File: config.mk
export PLATFORM = sky130hd
export DESIGN_NAME = ncpc_back_flat
export DESIGN_NICKNAME = d
export VERILOG_FILES = /design/src/sv/ncpc_pkg.sv /design/src/sv/ncpc_if.sv /design/src/sv/ncpc_back.sv /design/src/flat_wrapper.sv
export SDC_FILE = /design/constraint.sdc
export NUM_CORES = 1
export LEC_CHECK = 0
export ABC_CLOCK_PERIOD_IN_PS = 5000
export BUFFER_PORTS_ARGS = -buffer_cell sky130_fd_sc_hd__buf_2
export CORE_MARGIN = 3
export CORE_UTILIZATION = 60
export DETAILED_ROUTE_END_ITERATION = 8
export PLACE_DENSITY = 0.87
export SLEW_MARGIN = 20
export SYNTH_ARGS = -nofsm -noshare
export SYNTH_HDL_FRONTEND = slang
export SYNTH_SLANG_ARGS = --single-unit
File: constraint.sdc
create_clock -name clk -period 5 [get_ports clk]
set_input_delay 0.5 -clock clk [delete_from_list [all_inputs] [get_ports clk]]
set_output_delay 0.5 -clock clk [all_outputs]
set_load 0.02 [all_outputs]
File: src/sv/ncpc_pkg.sv
`timescale 1ns / 1ps

package ncpc_pkg;

	// Frame limits.
	localparam int MAX_WIDTH  = 2048;
	localparam int MAX_HEIGHT = 4096;

	// Column index and row counter widths. The row counter also covers the two
	// drain rows past the end of the frame.
	localparam int COL_W = $clog2(MAX_WIDTH);
	localparam int ROW_W = $clog2(MAX_HEIGHT + 2);

	// Field widths of the configuration registers and the result.
	localparam int MODE_W    = 2;
	localparam int WID_W     = 12;
	localparam int HGT_W     = 13;
	localparam int OUT_ROW_W = 12;
	localparam int OUT_COL_W = 11;

	// Register map.
	localparam int REG_COUNT = 3;
	localparam int PADDR_W   = $clog2(4 * REG_COUNT);
	localparam int PDATA_W   = 32;

	localparam logic [WID_W-1:0] WIDTH_RESET  = WID_W'(640);
	localparam logic [HGT_W-1:0] HEIGHT_RESET = HGT_W'(480);

	// Class tables: two tables of two rows of nine words.
	localparam int TABLE_COLS  = 9;
	localparam int TABLE_SIZE  = 2 * TABLE_COLS;
	localparam int TABLE_WORDS = 2 * TABLE_SIZE;
	localparam int TBL_AW      = $clog2(TABLE_WORDS);

	// Queue between the front and the back.
	localparam int QUEUE_DEPTH = 4;
	localparam int QP_W        = $clog2(QUEUE_DEPTH);

	// Pixel value that counts as a set neighbour, and the raw code base.
	localparam logic [7:0] PIXEL_FULL       = 8'hFF;
	localparam logic [7:0] RAW_NONZERO_BASE = 8'd100;

	typedef enum logic [1:0] {
		CMD_PIXEL       = 2'd0,
		CMD_DRAIN       = 2'd1,
		CMD_TABLE_WRITE = 2'd2
	} cmd_t;

	typedef enum logic [MODE_W-1:0] {
		MODE_RAW     = 2'd0,
		MODE_TABLE_A = 2'd1,
		MODE_TABLE_B = 2'd2
	} mode_t;

	typedef enum logic [PADDR_W-3:0] {
		REG_MODE   = 2'd0,
		REG_WIDTH  = 2'd1,
		REG_HEIGHT = 2'd2
	} reg_idx_t;

	// Effective configuration seen by the datapath.
	typedef struct packed {
		logic [MODE_W-1:0] mode;
		logic [WID_W-1:0]  frame_width;
		logic [HGT_W-1:0]  frame_height;
	} cfg_t;

	// One queue entry: either a classified pixel or a table write.
	typedef struct packed {
		logic                 is_write;
		logic [3:0]           count;
		logic                 nonzero;
		logic [OUT_ROW_W-1:0] row;
		logic [OUT_COL_W-1:0] col;
		logic                 done;
		logic                 tbl_number;
		logic                 tbl_row;
		logic [3:0]           tbl_entry;
		logic [7:0]           tbl_value;
	} q_item_t;

endpackage

File: src/sv/ncpc_if.sv


// Result channel.
interface ncpc_result_if;
	logic        valid;
	logic        ready;
	logic [7:0]  class_value;
	logic [11:0] out_row;
	logic [10:0] out_col;
	logic        frame_done;

	modport source (
		output valid, class_value, out_row, out_col, frame_done,
		input  ready
	);
	modport sink (
		input  valid, class_value, out_row, out_col, frame_done,
		output ready
	);
endinterface

File: src/sv/ncpc_back.sv
`timescale 1ns / 1ps

module ncpc_back
	import ncpc_pkg::*;
(
	input  logic              clk,
	input  logic              arst_n,
	input  logic [MODE_W-1:0] mode,
	input  logic              head_valid,
	input  q_item_t           head_item,
	output logic              pop,
	ncpc_result_if.source     result
);

	logic [7:0]        tbl_mem [TABLE_WORDS];
	logic [7:0]        tbl_rd_q;
	q_item_t           res_q;
	logic              res_valid_q;
	logic              out_free;
	logic              take_result;
	logic [TBL_AW-1:0] wr_addr;
	logic [TBL_AW-1:0] rd_addr;
	logic [7:0]        raw_code;

	assign out_free    = !res_valid_q || result.ready;
	assign pop         = head_valid && (head_item.is_write || out_free);
	assign take_result = pop && !head_item.is_write;

	// Table word addresses: table, then centre row, then neighbour count.
	assign wr_addr = TBL_AW'(head_item.tbl_number ? TABLE_SIZE : 0)
	               + TBL_AW'(head_item.tbl_row ? TABLE_COLS : 0)
	               + TBL_AW'(head_item.tbl_entry);
	assign rd_addr = TBL_AW'((mode_t'(mode) == MODE_TABLE_B) ? TABLE_SIZE : 0)
	               + TBL_AW'(head_item.nonzero ? TABLE_COLS : 0)
	               + TBL_AW'(head_item.count);

	// Class tables.
	always_ff @(posedge clk) begin
		if (pop && head_item.is_write) begin
			tbl_mem[wr_addr] <= head_item.tbl_value;
		end
		if (take_result) begin
			tbl_rd_q <= tbl_mem[rd_addr];
		end
	end

	// Output register.
	always_ff @(posedge clk or negedge arst_n) begin
		if (!arst_n) begin
			res_valid_q <= 1'b0;
		end else if (out_free) begin
			res_valid_q <= take_result;
		end
	end

	always_ff @(posedge clk) begin
		if (take_result) begin
			res_q <= head_item;
		end
	end

	// Select the class byte for the configured mode.
	assign raw_code = res_q.nonzero ? RAW_NONZERO_BASE + {4'd0, res_q.count}
	                                : {4'd0, res_q.count};

	always_comb begin
		case (mode_t'(mode))
			MODE_RAW: begin
				result.class_value = raw_code;
			end
			MODE_TABLE_A, MODE_TABLE_B: begin
				result.class_value = tbl_rd_q;
			end
			default: begin
				result.class_value = 8'd0;
			end
		endcase
	end

	assign result.valid      = res_valid_q;
	assign result.out_row    = res_q.row;
	assign result.out_col    = res_q.col;
	assign result.frame_done = res_q.done;

endmodule

File: src/flat_wrapper.sv
// flat-port wrapper written by rule: the top's interface ports become plain ports
module ncpc_back_flat import ncpc_pkg::*;
  (clk, arst_n, mode, head_valid, head_item, pop, result_valid, result_class_value, result_out_row, result_out_col, result_frame_done, result_ready);
  ncpc_result_if result_i ();
  input  logic clk;
  input  logic arst_n;
  input  logic [MODE_W-1:0] mode;
  input  logic head_valid;
  input  q_item_t head_item;
  output logic pop;
  output wire logic [$bits(result_i.valid)-1:0] result_valid;
  output wire logic [$bits(result_i.class_value)-1:0] result_class_value;
  output wire logic [$bits(result_i.out_row)-1:0] result_out_row;
  output wire logic [$bits(result_i.out_col)-1:0] result_out_col;
  output wire logic [$bits(result_i.frame_done)-1:0] result_frame_done;
  input wire logic [$bits(result_i.ready)-1:0] result_ready;
  assign result_valid = result_i.valid;
  assign result_class_value = result_i.class_value;
  assign result_out_row = result_i.out_row;
  assign result_out_col = result_i.out_col;
  assign result_frame_done = result_i.frame_done;
  assign result_i.ready = result_ready;
  ncpc_back u_core (.clk(clk), .arst_n(arst_n), .mode(mode), .head_valid(head_valid), .head_item(head_item), .pop(pop), .result(result_i));
endmodule
==> results of run 1 <==
## layout make-up
cell class | count | area (sq um)
multi-input cells | 419 | 3300
inverters | 9 | 33.8
fillers | 1367 | 7070
clock inverters | 10 | 71.3
repair buffers | 95 | 533
clock buffers | 41 | 813
flip-flops and latches | 326 | 9780
well taps | 280 | 350
## kinds of logic (layout without fill, tap and decap cells)
| kind of cell | Yosys count | count (layout) | share of synthesized area, % |
|---|---|---|---|
| compound gates | 89 | 89 | 5.47 |
| xor+xnor | 7 | 7 | 0.567 |
| mux | 137 | 137 | 10.9 |
| simple gates | 174 | 174 | 6.26 |
| fa+ha+maj | 12 | 12 | 1.23 |
| flops | 326 | 326 | 72.7 |
| buf+inv | 70 | 155 | 2.82 |
## sequential cells by signal, indices dropped and copies added (netlist names)
name,count
u_core.tbl_rd_q,8
u_core.result.valid,1
u_core.tbl_mem,288
u_core.result.out_col,11
u_core.result.frame_done,1
u_core.result.out_row,12
u_core.res_q,5
## critical path: cells and delay by family
kind	cells	cell delay [ns]
fa+ha+maj	2	1.59
compound gates	3	0.74
buf+inv	4	0.60
mux	1	0.24
## cell usage after synthesis (2+ instances only)
library cell    n  area [sq um]
nand2_1        19          71.3
inv_1           7          26.3
edfxtp_1      325          9760
o21ai_1         2          10.0
xor2_1          4          35.0
or3_1           5          31.3
a21oi_1         3          15.0
mux4_2          8           180
a21boi_0        7          52.6
o21ai_0         4          20.0
o21a_1          3          22.5
nor2_2          3          18.8
ha_1           10           125
fa_1            2          40.0
a22oi_1        37           278
nand3_1        70           350
nor3_1          3          15.0
a21o_1          3          22.5
mux2i_1       128          1280
a21boi_1        9          67.6
and2_1          2          12.5
nand2b_1        2          12.5
buf_2          18          90.1
buf_1           4          15.0
buf_4          25           188
a22o_1          8          70.1
nor2_1         48           180
o41ai_2         8           130
a211oi_2        2          25.0
nand4_1        17           106
clkbuf_1       14          52.6
## layer usage
| metal | routed length (microns) | global-route usage, % | vias up |
|---|---|---|---|
| met5 | 0 | 0 | - |
| li1 | - | - | 3318 |
| met4 | 1170 | 10.6 | 0 |
| met1 | 10800 | 30.1 | 3679 |
| met2 | 13500 | 38.0 | 439 |
| met3 | 2700 | 5.66 | 75 |
## worst max-delay path by stage
stage                             from                  to  slack, ns  cells past startpoint
final                          mode[0]  u_core.tbl_rd_q[5]       1.51                     10
after CTS                      mode[0]  u_core.tbl_rd_q[5]       1.56                     10
after detailed placement       mode[0]  u_core.tbl_rd_q[5]       0.99                     10
after global routing           mode[0]  u_core.tbl_rd_q[2]       1.43                     11
after floorplan           result_ready    u_core.res_q[38]       1.16                      2
after global placement         mode[0]  u_core.tbl_rd_q[5]       1.04                     10
## stage by stage
step	power, W	area, sq um
floorplan	0.00359	13500
global placement	0.00377	14000
global route	0.00602	14900
finish	0.00583	14900
detailed placement	0.00380	14000
CTS	0.00586	14900
## repair_timing
action,in CTS,in global routing
hold endpoints to repair,1,0
endpoints found under the setup margin,0,0
setup buffers,0,0
resized for setup,0,0
hold buffers,1,0
## report_power, final
| part | switching, W | leakage, nW | total, W | internal (W) |
|---|---|---|---|---|
| clock | 0.000904 | 0.429 | 0.00208 | 0.00118 |
| sequential | 0.0000139 | 2.95 | 0.00308 | 0.00306 |
| combinational | 0.000423 | 1.86 | 0.000675 | 0.000253 |
==> qor.csv, run 1 <==
metric,value,unit
fin_hold_ws,0.132,ns
fmax,287,MHz
grt_max_degree,45,
hp-class,input pin to flop,
syn_inst,815,
root_buffer,clkbuf_16,
cts_tree,done,
path_cells,buf_2 > inv_1 > ha_1 > inv_1 > fa_4 > buf_12 > mux2i_1 > a22oi_1 > a21boi_0 > o41ai_2,
crit_path_end_kind,flop,
n_antenna_cell,0,
dp.cells,1128,
start_util,61.3,%
slew_viol_final,0,
ys_warn_count,0,
crit_path_frequent_cell,inv_1,
fin_tns_setup,0,ns
cts_sinks,326,
die_h,156,microns
async_flop_share,0.307,%
io_pins,84,
timing.slew.headroom,38.8,%
fin_crit_sh,69.7,%
drc,0,
avgSynthCellArea,16.5,sq um
overflow,0,
min_to,u_core.result.out_row[4],
insertion_delay,0.54,ns
rows,54,
arrival,3.75,ns
grt_pass1_wl,42.7,mm
first_pass_iters,6,
antenna_found_initial,0,
layout.cells.non_filler,1180,
core-area,0.0220,sq mm
power_density,392,mW/mm^2
slowest_delay,1.31,ns
utilization,67.8,%
worstMarginPinSlew,0.918,ns
outcome,finished clean,
rsz0062_at_grt,false,
reg2regPathDepth,5,
synth_fp_nets,877,
dp_slack,0.988,ns
hpwlAfterDp,17.9,mm
r2r-end,u_core.tbl_rd_q[2],
whs_path_depth,1,
dieArea,0.0243,sq mm
wire_per_inst,23.9,microns
worstSetupPathType,input pin to flop,
hold_violations,0,
layout_setup_ws,1.51,ns
setup_viol,0,
rr_startpoint,u_core.tbl_mem[24][2],
portBuffers,83,
cts.clk_slew.worst_paths,0.06,ns
min_period,3.49,ns
vias,7511,
h-tree-depth,1,
area_growth,10.7,%
layout-drive-gt1-share,17.4,%
drt_iter0_markers,719,
wl,28.2,mm
ant_nets,0,
syn_area,0.0135,sq mm
crit_fanout,44,
die-width,156,microns
grt_usage,23.3,%
grt_pass1_vias,7476,
fin_skew,0.00831,ns
synth_edf_count,325,
nets,944,
crit_path_start_kind,input pin,
leakagePower,5.24,nW
numCtsBuffers,31,
final_cell_mix,"edfxtp_1, mux2i_1, buf_2",
irDropWorstVdd,0.217,mV
synthFlopType,edfxtp_1,
hp-start,head_item[30],
layout_commonest_cell,edfxtp_1,
required,5.27,ns
ff2ff_setup_slack,3.35,ns
clock_path_buffers,3,
ys_types,46,
viasPerCell,6.37,
yosys_register_bits,326,
gp_congestion,0.838,
ys_seq_area_share,72.7,%
max_cap_viol_count,0,
slowest_stage,fa_4,
(Power assumes the default switching activity.)
==> run 2, diff against run 1 <==
- ABC_CLOCK_PERIOD_IN_PS: 5000 -> 3600
- clock period: 5 -> 3.6 ns (I/O delays scaled with it)
==> run 2 against run 1 <==
Effect of this change:
- clock skew increased by 0.011 ns
- flip-flop and latch count stayed put
- worst hold slack lost 0.11 ns
- via count increased by 4.0%
- die area unchanged
- wire length up 6.3%
- sequential power increased by 39%
- critical path depth unchanged
- cell area increased by 2.7%
- worst setup slack worse by 0.97 ns
- sequential share of layout area is 1.7 points lower
- combinational power is 44% higher
- critical endpoint unchanged
- largest cell class unchanged
- largest power group unchanged
==> qor.csv, run 2 (synthesis gave the netlist of run 1 again) <==
metric,value,unit,change
reg2regPathDepth,5,,unchanged
root_buffer,clkbuf_16,,
hp-start,head_item[18],,
min_to,u_core.result.out_col[3],,
io_pins,84,,unchanged
ant_nets,0,,unchanged
max_cap_viol_count,0,,unchanged
fin_skew,0.0197,ns,+0.0114 ns
wire_per_inst,24.6,microns,+2.8%
h-tree-depth,2,,+1
hp-class,input pin to flop,,
gp_congestion,0.833,,-0.61%
r2r-end,u_core.tbl_rd_q[3],,
layout.cells.non_filler,1220,,+3.4%
fin_hold_ws,0.0204,ns,-0.112 ns
worstSetupPathType,input pin to flop,,
insertion_delay,0.52,ns,-0.02 ns
area_growth,13.7,%,
power_density,556,mW/mm^2,+42%
crit_path_start_kind,input pin,,
leakagePower,5.48,nW,+4.7%
final_cell_mix,"edfxtp_1, mux2i_1, buf_2",,
layout_setup_ws,0.546,ns,-0.968 ns
worstMarginPinSlew,0.975,ns,+0.0572 ns
viasPerCell,6.41,,+0.64%
die-width,156,microns,unchanged
fmax,327,MHz,
dp_slack,0.125,ns,-0.863 ns
clock_path_buffers,3,,unchanged
crit_fanout,46,,+4.5%
die_h,156,microns,unchanged
grt_max_degree,47,,+4.4%
hpwlAfterDp,18.6,mm,+4.3%
fin_tns_setup,0,ns,unchanged
ff2ff_setup_slack,1.97,ns,-1.38 ns
overflow,0,,unchanged
dp.cells,1159,,+2.7%
numCtsBuffers,34,,+9.7%
rsz0062_at_grt,false,,
crit_path_end_kind,flop,,
setup_viol,0,,unchanged
wl,30.0,mm,+6.3%
nets,978,,+3.6%
grt_usage,25.0,%,+1.7 points
start_util,61.3,%,unchanged
cts_tree,done,,
drc,0,,unchanged
rr_startpoint,u_core.tbl_mem[31][3],,
layout-drive-gt1-share,21.0,%,+3.5 points
irDropWorstVdd,0.365,mV,+69%
first_pass_iters,5,,-1
layout_commonest_cell,edfxtp_1,,
drt_iter0_markers,952,,+32%
hold_violations,0,,unchanged
slew_viol_final,0,,unchanged
cts.clk_slew.worst_paths,0.06,ns,about the same
required,3.83,ns,-1.44 ns
cts_sinks,326,,unchanged
largest_reg_flops,288,,unchanged
arrival,3.28,ns,-0.47 ns
core-area,0.0220,sq mm,unchanged
timing.slew.headroom,34.8,%,-4.1 points
outcome,finished clean,,
grt_pass1_wl,46.0,mm,+7.8%
portBuffers,83,,unchanged
rows,54,,unchanged
dieArea,0.0243,sq mm,unchanged
n_antenna_cell,0,,unchanged
antenna_found_initial,0,,unchanged
whs_path_depth,1,,unchanged
grt_pass1_vias,7810,,+4.5%
min_period,3.05,ns,
fillers,1327,,-2.9%
cts_resized,0,,unchanged
vias,7815,,+4.0%
regMostFlops,u_core.tbl_mem,,
fin_crit_sh,84.8,%,
## run 2: layer usage
layer  global-route usage (%)  part of all wire (%)  vias to the layer above
li1                         -                     -                     3390
met1                     34.2                    39                     3874
met2                     41.3                    48                      491
met3                     5.13                   9.9                       60
met4                     7.91                   2.3                        0
met5                        0                     0                        -
## run 2: cell type report
cell class                      count  area (sq um)  area share (%)
Inverter                            9          33.8           0.221
Timing Repair Buffer              126           778            5.09
Tap cell                          280           350            2.29
Clock inverter                     18           135           0.884
Clock buffer                       42           902            5.90
Multi-Input combinational cell    419          3310            21.6
Sequential cell                   326          9780            64.0
## run 2: per-stage QoR
stage | utilization, % | total power [W] | area (sq um)
after floorplan | - | 0.00498 | 13500
after global placement | 64.9 | 0.00527 | 14200
after detailed placement | 64.9 | 0.00531 | 14200
after CTS | 69.7 | 0.00853 | 15300
after global routing | 69.7 | 0.00876 | 15300
final | 69.7 | 0.00851 | 15300
## run 2: where the power goes
part	internal (W)	switching [W]
clock	0.00186	0.00140
combinational	0.000370	0.000601
sequential	0.00425	0.0000206
## run 2: how the worst max path moves through the flow
stage | slack, ns | from | cells after the start | to
after global routing | 0.39 | mode[0] | 10 | u_core.tbl_rd_q[5]
after floorplan | 0.87 | mode[0] | 11 | u_core.tbl_rd_q[5]
after global placement | 0.13 | mode[0] | 10 | u_core.tbl_rd_q[5]
final | 0.55 | mode[0] | 10 | u_core.tbl_rd_q[5]
after CTS | 0.62 | mode[0] | 10 | u_core.tbl_rd_q[5]
after detailed placement | 0.12 | mode[0] | 10 | u_core.tbl_rd_q[5]
## run 2: what timing repair did
item | 4_1_cts | 5_1_grt
buffers inserted | 0 | 0
hold buffers | 1 | 0
hold endpoints to repair | 1 | 0
## run 2: critical path: stages
cell and delay [ns]:
buf_2 0.11, inv_1 0.08, ha_1 0.30, inv_1 0.09, fa_4 0.94, buf_12 0.34
mux2i_1 0.31, a22oi_1 0.14, a21boi_0 0.48, o41ai_2 0.10
