## config.mk

```make
export PLATFORM = sky130hd
export DESIGN_NAME = ncpc_fifo
export DESIGN_NICKNAME = d
export VERILOG_FILES = /design/src/sv/ncpc_pkg.sv /design/src/sv/ncpc_fifo.sv
export SDC_FILE = /design/constraint.sdc
export NUM_CORES = 1
export LEC_CHECK = 0
export BUFFER_PORTS_ARGS = -buffer_cell sky130_fd_sc_hd__buf_2
export CORE_ASPECT_RATIO = 2
export CORE_MARGIN = 1.5
export CORE_UTILIZATION = 50
export CTS_CLUSTER_SIZE = 12
export DETAILED_ROUTE_END_ITERATION = 10
export PLACE_DENSITY = 0.78
export SYNTH_ARGS = -nofsm -noshare
export SYNTH_HDL_FRONTEND = slang
export SYNTH_SLANG_ARGS = --single-unit
```

## constraint.sdc

```tcl
create_clock -name clk -period 3.7 [get_ports clk]
set_input_delay 0.37 -clock clk [delete_from_list [all_inputs] [get_ports clk]]
set_output_delay 0.37 -clock clk [all_outputs]
set_load 0.005 [all_outputs]
```

## src/sv/ncpc_pkg.sv

```systemverilog
`timescale 1ns / 1ps

package ncpc_pkg;

	// Frame limits.
	localparam int MAX_WIDTH  = 2048;
	localparam int MAX_HEIGHT = 4096;

	// Column index and row counter widths. The row counter also covers the two
	// drain rows past the end of the frame.
	localparam int COL_W = $clog2(MAX_WIDTH);
	localparam int ROW_W = $clog2(MAX_HEIGHT + 2);

	// Field widths of the configuration registers and the result.
	localparam int MODE_W    = 2;
	localparam int WID_W     = 12;
	localparam int HGT_W     = 13;
	localparam int OUT_ROW_W = 12;
	localparam int OUT_COL_W = 11;

	// Register map.
	localparam int REG_COUNT = 3;
	localparam int PADDR_W   = $clog2(4 * REG_COUNT);
	localparam int PDATA_W   = 32;

	localparam logic [WID_W-1:0] WIDTH_RESET  = WID_W'(640);
	localparam logic [HGT_W-1:0] HEIGHT_RESET = HGT_W'(480);

	// Class tables: two tables of two rows of nine words.
	localparam int TABLE_COLS  = 9;
	localparam int TABLE_SIZE  = 2 * TABLE_COLS;
	localparam int TABLE_WORDS = 2 * TABLE_SIZE;
	localparam int TBL_AW      = $clog2(TABLE_WORDS);

	// Queue between the front and the back.
	localparam int QUEUE_DEPTH = 4;
	localparam int QP_W        = $clog2(QUEUE_DEPTH);

	// Pixel value that counts as a set neighbour, and the raw code base.
	localparam logic [7:0] PIXEL_FULL       = 8'hFF;
	localparam logic [7:0] RAW_NONZERO_BASE = 8'd100;

	typedef enum logic [1:0] {
		CMD_PIXEL       = 2'd0,
		CMD_DRAIN       = 2'd1,
		CMD_TABLE_WRITE = 2'd2
	} cmd_t;

	typedef enum logic [MODE_W-1:0] {
		MODE_RAW     = 2'd0,
		MODE_TABLE_A = 2'd1,
		MODE_TABLE_B = 2'd2
	} mode_t;

	typedef enum logic [PADDR_W-3:0] {
		REG_MODE   = 2'd0,
		REG_WIDTH  = 2'd1,
		REG_HEIGHT = 2'd2
	} reg_idx_t;

	// Effective configuration seen by the datapath.
	typedef struct packed {
		logic [MODE_W-1:0] mode;
		logic [WID_W-1:0]  frame_width;
		logic [HGT_W-1:0]  frame_height;
	} cfg_t;

	// One queue entry: either a classified pixel or a table write.
	typedef struct packed {
		logic                 is_write;
		logic [3:0]           count;
		logic                 nonzero;
		logic [OUT_ROW_W-1:0] row;
		logic [OUT_COL_W-1:0] col;
		logic                 done;
		logic                 tbl_number;
		logic                 tbl_row;
		logic [3:0]           tbl_entry;
		logic [7:0]           tbl_value;
	} q_item_t;

endpackage

```

## src/sv/ncpc_fifo.sv

```systemverilog
`timescale 1ns / 1ps

module ncpc_fifo
	import ncpc_pkg::*;
(
	input  logic    clk,
	input  logic    arst_n,
	input  logic    push,
	input  q_item_t push_item,
	output logic    full,
	input  logic    pop,
	output logic    head_valid,
	output q_item_t head_item
);

	q_item_t         mem_q [QUEUE_DEPTH];
	logic [QP_W-1:0] wr_ptr_q;
	logic [QP_W-1:0] rd_ptr_q;
	logic [QP_W:0]   count_q;
	logic            do_push;
	logic            do_pop;

	assign full       = count_q == (QP_W + 1)'(QUEUE_DEPTH);
	assign head_valid = count_q != '0;
	assign head_item  = mem_q[rd_ptr_q];
	assign do_push    = push && !full;
	assign do_pop     = pop && head_valid;

	// Entry storage.
	always_ff @(posedge clk) begin
		if (do_push) begin
			mem_q[wr_ptr_q] <= push_item;
		end
	end

	// Pointers and fill level.
	always_ff @(posedge clk or negedge arst_n) begin
		if (!arst_n) begin
			wr_ptr_q <= '0;
			rd_ptr_q <= '0;
			count_q  <= '0;
		end else begin
			if (do_push) begin
				wr_ptr_q <= wr_ptr_q + QP_W'(1);
			end
			if (do_pop) begin
				rd_ptr_q <= rd_ptr_q + QP_W'(1);
			end
			if (do_push && !do_pop) begin
				count_q <= count_q + (QP_W + 1)'(1);
			end else if (do_pop && !do_push) begin
				count_q <= count_q - (QP_W + 1)'(1);
			end
		end
	end

endmodule

```

==> results of run 1 <==
-- repair_timing --
action	CTS	global route
endpoints found under the hold margin	7	0
buffers inserted	0	0
hold buffers	1	0
-- state kept, by name, indices dropped and copies added, names as in the netlist --
register	count
mem_q	176
count_q	3
rd_ptr_q	2
wr_ptr_q	2
-- synthesized netlist by cell type --
cell type	instances
nor2_1	2
dfrtp_1	7
mux2_4	1
and2_1	3
buf_2	5
nand2_1	2
buf_12	4
or3_1	1
buf_6	2
mux2_2	1
xor2_1	2
nand3_1	1
nor3b_4	1
inv_1	3
fa_1	1
mux4_2	38
edfxtp_1	176
xnor2_1	4
ha_1	5
mux4_1	6
nor2b_1	1
-- cell families after synthesis --
family	count (synthesis)	synth area share (%)
flops	183	79.8
mux	46	15.2
buf+inv	14	2.03
simple gates	11	1.02
xor+xnor	6	0.768
fa+ha+maj	6	1.21
-- metal layers --
metal	track usage (%)	routed length (um)
met1	21.7	4350
met4	7.22	167
met5	0	0
met3	5.41	527
met2	28.8	6510
-- how the worst max path moves through the flow --
stage	cells past startpoint	from	slack (ns)	end
finish	2	rd_ptr_q[0]	1.04	head_item[39]
global route	2	rd_ptr_q[0]	0.87	head_item[39]
CTS	2	rd_ptr_q[0]	0.96	head_item[40]
detailed placement	4	count_q[2]	1.24	mem_q[0][6]
global placement	4	count_q[2]	1.34	mem_q[0][17]
floorplan	3	wr_ptr_q[1]	0.84	mem_q[3][0]
-- power by group --
group	total [mW]	internal (mW)	switching [mW]
registers	3.10	2.75	0.355
logic	1.49	0.846	0.640
clock network	1.66	0.925	0.733
total	6.25	4.52	1.73
-- final cells by class --
type | count | area [um^2]
Timing Repair Buffer | 99 | 513
Clock buffer | 17 | 425
Inverter | 3 | 11.3
Clock inverter | 15 | 130
Tap cell | 155 | 194
Fill cell | 904 | 5440
Multi-Input combinational cell | 69 | 1260
Sequential cell | 183 | 5470
Antenna cell | 1 | 2.50
-- through the flow --
stage / cells / area (um^2) / hold slack [ns] / total power [mW] / util, %
2_1_floorplan: 266 / 6840 / 0.0744 / 4.10 / -
3_3_place_gp: 508 / 7430 / 0.205 / 4.60 / 55.3
3_5_place_dp: 508 / 7430 / 0.215 / 4.67 / 55.3
4_1_cts: 541 / 8000 / 0.141 / 6.33 / 59.5
5_1_grt: 542 / 8000 / 0.144 / 6.55 / 59.5
6_report: 542 / 8000 / 0.164 / 6.25 / 59.5
-- cell usage in the layout, fill, tap and decap left out, types with 2 or more instances in the layout --
master | synthesis | routed
dfrtp_1 | 7 | 5
inv_6 | 0 | 2
ha_1 | 5 | 5
buf_2 | 5 | 93
mux4_1 | 6 | 6
edfxtp_1 | 176 | 176
clkinv_4 | 0 | 2
clkinvlp_4 | 0 | 7
xnor2_1 | 4 | 4
mux4_2 | 38 | 38
clkbuf_16 | 0 | 17
buf_4 | 0 | 5
inv_1 | 3 | 3
nand2_1 | 2 | 2
and2_2 | 0 | 3
xor2_1 | 2 | 2
clkinv_1 | 0 | 2
-- worst max-delay path, cell delays in order (launching register included) --
cell,delay [ns]
dfrtp_4,1.01
mux4_1,0.70
buf_2,0.16
==> results.yml, run 1 <==
global_routing:
  grt_pass1_vias: 3267
  grt_start_max_net_pins: 47
  grt_pass1_wl_um: 18200
  grt.total_usage_pct: 17.6
  antenna_found_initial: 1
  grt_overflow_total: 0
cts:
  tritoncts: "yes"
  h-tree-depth: 4
  clock_path_buffers: 2
  post_cts_resized: 0
  cts_buffers: 17
  path_clk_slew_ns: 0.07
  cts_root_buffer: "clkbuf_16"
  clk_latency_ns: 0.42
  clock_sink_count: 183
worst_setup_path:
  r2r-end: "mem_q[0][6]"
  required_ns: 3.33
  arrival_ns: 2.29
  r2r_slack_ns: 1.26
  r2r_cells: 4
  startpoint_type: "flop"
  reg2reg_from: "count_q[2]"
  endpoint_kind: "output port"
  worstSetupPathType: "flop to output port"
  path_max_fanout: 46
cells_and_area:
  layout-drive-gt1-share_pct: 45.3
  area_growth_pct: 16.9
  nets: 427
placement:
  pre_cts_slack_ns: 1.24
  gp_congestion: 0.742
  port-buffer-count: 93
  dpl.hpwl_um: 7270
sta:
  hold_viol: 0
  drv_slew: 0
  setup-violations-final: 0
  setup_ws_ns: 1.04
  fmax_mhz: 376
  worst_pin_slew_ns: 1.09
  setup_tns_ns: 0
  rsz0062_at_grt: "false"
  finalCriticalPeriod_ns: 2.66
  period_share_pct: 71.9
  relSlewSlack_pct: 27.5
  clock_skew_ns: 0.00819
worst_hold_path:
  hp-start: "push_item[42]"
  hp-class: "input port to flop"
  hold_depth: 1
  worstHoldEndpoint: "mem_q[3][42]"
route:
  drtIter0Drc: 296
  totalWireLength_um: 11600
  ant_nets: 0
  num_vias: 2984
  vias_per_cell: 5.51
  drc: 0
  drt-pass1-iter-count: 4
  wl_per_cell_um: 21.3
logic_synthesis:
  ys_warn_count: 0
  avgSynthCellArea_um2: 25.7
  ys_types: 21
  synth.net_count: 320
  ys_ff_latch: 183
  synth_area_um2: 6840
  syn_inst: 266
  synth_top_cell_area_share_pct: 77.2
  seq_area_frac_synth_pct: 79.8
  synth_top_cell_by_area: "edfxtp_1"
  synth_area_leaders: "edfxtp_1 77%, mux4_2 13%, dfrtp_1 2.6%"
floorplan:
  ios: 94
  row_count: 60
  die_width_um: 85.7
  core_area_um2: 13400
  start_util_pct: 50.9
  fp.dieH_um: 168
  dieArea_um2: 14400
status:
  status: "complete, no violations"
power_and_ir_drop:
  leakage_nw: 2.76
  vdd_drop_max_mv: 0.578
  power_density_nw_per_um2: 781
flow_run:
  maxCapViolCount: 0
Power figures use the tool's default switching activity.
==> run 2: changes to the inputs <==
Clock period 3.7 ns to 2.5 ns, I/O delays scaled along.
==> run 2 against run 1 <==
- die area unchanged
- cell count is 0.92% higher
- clock power grew 55%
- total power increased by 52%
- largest cell class unchanged
==> results.yml, run 2 (synthesis gave the netlist of run 1 again) <==
status:
  status: "complete, no violations"
floorplan:
  fp.dieH_um: 168
  die_width_um: 85.7
  row_count: 60
  start_util_pct: 50.9
  dieArea_um2: 14400
  ios: 94
  core_area_um2: 13400
cells_and_area:
  largest_reg_flops: 176
  top_register: "mem_q"
  layout-drive-gt1-share_pct: 46.2
  layout_commonest_cell: "edfxtp_1"
  final_cell_mix: "176 x edfxtp_1, 93 x buf_2, 38 x mux4_2"
  area_growth_pct: 18.8
  final_util_pct: 60.5
  fill_cells: 918
  nets: 431
  reg_top3: "mem_q: 176 flops, count_q: 3 flops"
placement:
  gp_congestion: 0.716
  dpl.hpwl_um: 7100
  port-buffer-count: 93
worst_setup_path:
  path_max_fanout: 26
  required_ns: 2.25
  startpoint_type: "flop"
  r2r_slack_ns: 0.30
  worstSetupPathType: "flop to output port"
  arrival_ns: 2.11
  endpoint_kind: "output port"
global_routing:
  grt_start_max_net_pins: 45
  grt_pass1_vias: 3260
  antenna_found_initial: 1
  grt_overflow_total: 0
  grt_pass1_wl_um: 17200
  grt.total_usage_pct: 16.6
route:
  num_vias: 3029
  vias_per_cell: 5.54
  drc: 0
  ant_nets: 0
  drt-pass1-iter-count: 4
  totalWireLength_um: 11200
  wl_per_cell_um: 20.5
  drtIter0Drc: 194
cts:
  tritoncts: "yes"
  postCtsHoldBufs: 1
  clock_path_buffers: 2
  h-tree-depth: 4
  cts_root_buffer: "clkbuf_16"
  post_cts_resized: 0
  clock_sink_count: 183
  path_clk_slew_ns: 0.07
  clk_latency_ns: 0.42
  post_cts_buffers: 0
  cts_buffers: 17
flow_run:
  maxCapViolCount: 0
sta:
  rsz0062_at_grt: "false"
  period_share_pct: 94.3
  finalCriticalPeriod_ns: 2.36
  hold_viol: 0
  worst_pin_slew_ns: 0.533
  relSlewSlack_pct: 64.5
  setup-violations-final: 0
  fmax_mhz: 424
  setup_tns_ns: 0
  clock_skew_ns: 0.00835
  drv_slew: 0
power_and_ir_drop:
  leakage_nw: 2.85
  power_density_nw_per_um2: 1160
  vdd_drop_max_mv: 0.657
worst_hold_path:
  hp-class: "input port to flop"
[run 2: cell count changes in the layout (fill, tap and decap cells not counted)]
cell	before	now
diode_2	1	2
clkinv_1	2	1
inv_8	0	6
clkinvlp_4	7	1
buf_12	0	6
clkinv_4	2	3
buf_4	5	3
[run 2: through the flow]
stage	setup slack (ns)	hold slack, ns	cells	instance area, um^2	power [mW]
after global placement	0.430	0.0892	512	7530	6.96
final	0.143	0.0418	547	8130	9.47
after CTS	0.0780	0.0214	545	8130	9.63
after detailed placement	0.301	0.0991	512	7530	7.05
after global routing	0.0287	0.0275	546	8130	9.93
after floorplan	0.217	-0.0456	266	6850	6.06
[run 2: critical path: stages (launching register included)]
cell	delay (ns)
dfrtp_4	0.78
buf_12	0.23
mux4_2	0.52
buf_2	0.15
[run 2: report_power, final]
part	internal [mW]	switching, mW	total (mW)
sequential	4.06	0.342	4.40
clock	1.42	1.16	2.57
combinational	1.37	1.13	2.50
total	6.85	2.62	9.47
[run 2: area by class of cell]
type | instances | area (um^2) | area share, %
Tap cell | 155 | 194 | 2.38
Timing Repair Buffer | 103 | 618 | 7.60
Antenna cell | 2 | 5.00 | 0.0615
Sequential cell | 183 | 5470 | 67.2
Clock buffer | 17 | 425 | 5.23
Multi-Input combinational cell | 69 | 1260 | 15.4
Inverter | 3 | 11.3 | 0.138
Clock inverter | 15 | 158 | 1.94
[run 2: worst paths after layout]
| path | start | end | depth (start not counted) |
|---|---|---|---|
| setup reg to reg | count_q[2] | count_q[2] | 8 |
| hold / removal | push_item[31] | mem_q[2][31] | 1 |
| max in group asynchronous | arst_n | rd_ptr_q[0] | 2 |
| setup / recovery | rd_ptr_q[0] | head_item[21] | 3 |
| min in group asynchronous | arst_n | count_q[2] | 2 |
| hold reg to reg | count_q[2] | count_q[2] | 1 |
[run 2: metal layers]
metal	wire length (um)	up-vias	track usage (%)
li1	-	1357	-
met2	6520	90	30.4
met5	0	-	0
met3	450	8	4.83
met1	4070	1574	17.8
met4	155	0	6.03
==> run 3: changes to the inputs <==
Settings changed: CORE_UTILIZATION 50 to 55, PLACE_DENSITY 0.78 to 0.84.
==> run 3 against run 2 <==
- utilization rose by 6.1 points
- clock power fell by 2%
- non-clock buffer count rose by 1
- setup slack improved by 0.041 ns
- critical path type unchanged
- largest power group unchanged
==> results.yml, run 3 (synthesis gave the netlist of run 1 again) <==
status:
  status: "complete, no violations"
cells_and_area:
  top_register: "mem_q"
  fin_area_um2: 8080
  layout-drive-gt1-share_pct: 46.0
  area_growth_pct: 18.0
  fill_cells: 800
  final_util_pct: 66.6
  final_cell_mix: "176 x edfxtp_1, 93 x buf_2, 38 x mux4_2"
  largest_reg_flops: 176
  layoutNonFillerInstCount: 539
  layout_commonest_cell: "edfxtp_1"
  reg_top3: "mem_q: 176 flops, count_q: 3 flops"
  nets: 432
floorplan:
  die_width_um: 81.9
  row_count: 57
  dieArea_um2: 13200
  core_area_um2: 12100
  fp.dieH_um: 161
  ios: 94
  start_util_pct: 56.4
power_and_ir_drop:
  power_density_nw_per_um2: 1160
  p_sw_mw: 2.58
  clkPwrFrac_pct: 27.0
  power_mw: 9.37
  p_int_mw: 6.79
  vdd_drop_max_mv: 0.621
  p_sw_share_pct: 27.6
  p_comb_share_pct: 26.6
  leakage_nw: 2.83
  pwr-share-seq_pct: 46.4
cts:
  postCtsHoldBufs: 1
  post_cts_buffers: 0
  path_clk_slew_ns: 0.07
  h-tree-depth: 4
  tritoncts: "yes"
  clock_sink_count: 183
  post_cts_resized: 0
  cts_root_buffer: "clkbuf_16"
  clk_latency_ns: 0.42
  clock_path_buffers: 2
  cts_buffers: 17
route:
  ant_nets: 0
  drtIter0Drc: 159
  vias_per_cell: 5.57
  totalWireLength_um: 11100
  drt-pass1-iter-count: 4
  num_vias: 3002
  wl_per_cell_um: 20.5
  drc: 0
placement:
  gp_congestion: 0.813
  place_inst: 505
  dpl.hpwl_um: 7220
  port-buffer-count: 93
  dpl_cell_area_um2: 7490
worst_setup_path:
  required_ns: 2.25
  endpoint_kind: "output port"
  arrival_ns: 2.07
  path_max_fanout: 16
  worstSetupPathType: "flop to output port"
  startpoint_type: "flop"
sta:
  rsz0062_at_grt: "false"
  relSlewSlack_pct: 68.2
  drv_slew: 0
  fmax_mhz: 432
  finalCriticalPeriod_ns: 2.32
  hold_viol: 0
  clock_skew_ns: 0.00562
  worst_pin_slew_ns: 0.476
  setup_tns_ns: 0
  period_share_pct: 92.6
  setup-violations-final: 0
flow_run:
  maxCapViolCount: 0
global_routing:
  antenna_found_initial: 1
  grt.total_usage_pct: 18.8
  grt_overflow_total: 0
  grt_pass1_vias: 3418
  grt_pass1_wl_um: 17300
  grt_start_max_net_pins: 40
worst_hold_path:
  hp-class: "input port to flop"
-- run 3: power by group through the flow --
stage / Sequential (mW) / Combinational (mW) / Clock, mW
global route: 4.41 / 2.72 / 2.70
finish: 4.35 / 2.49 / 2.53
floorplan: 4.25 / 1.81 / 0
CTS: 4.36 / 2.55 / 2.58
global placement: 4.37 / 2.51 / 0
detailed placement: 4.43 / 2.55 / 0
-- run 3: critical path: stages, from the launching register on --
cell and delay [ns]:
dfrtp_4 0.61, buf_4 0.32, mux4_2 0.55, buf_2 0.15
-- run 3: worst paths after layout --
kind                            endpoint  slack (ns)  cells past startpoint           from
setup / recovery           head_item[27]        0.18                      3    rd_ptr_q[0]
max in group asynchronous    rd_ptr_q[0]        2.11                      2         arst_n
hold / removal              mem_q[0][26]        0.04                      1  push_item[26]
hold reg to reg               count_q[2]        0.49                      1     count_q[2]
min in group asynchronous     count_q[2]        0.21                      2         arst_n
setup reg to reg              count_q[2]        0.31                      8     count_q[2]
-- run 3: cell type report --
type	instances	area, um^2	area share (%)
clock inverters	15	146	1.81
repair buffers	104	588	7.28
well taps	147	184	2.28
clock buffers	17	425	5.27
multi-input cells	69	1260	15.5
flip-flops and latches	183	5470	67.6
diodes	1	2.50	0.0310
inverters	3	11.3	0.139
-- run 3: metal layers --
layer,track usage (%),wire (um)
met5,0,0
met4,9.32,252
met3,5.40,542
met2,33.0,6410
met1,19.6,3840
-- run 3: metrics by stage --
stage / setup slack, ns / hold slack, ns
floorplan: 0.217 / -0.0456
global placement: 0.423 / 0.0915
detailed placement: 0.305 / 0.0991
CTS: 0.128 / 0.0208
global route: 0.0492 / 0.0226
finish: 0.184 / 0.0375
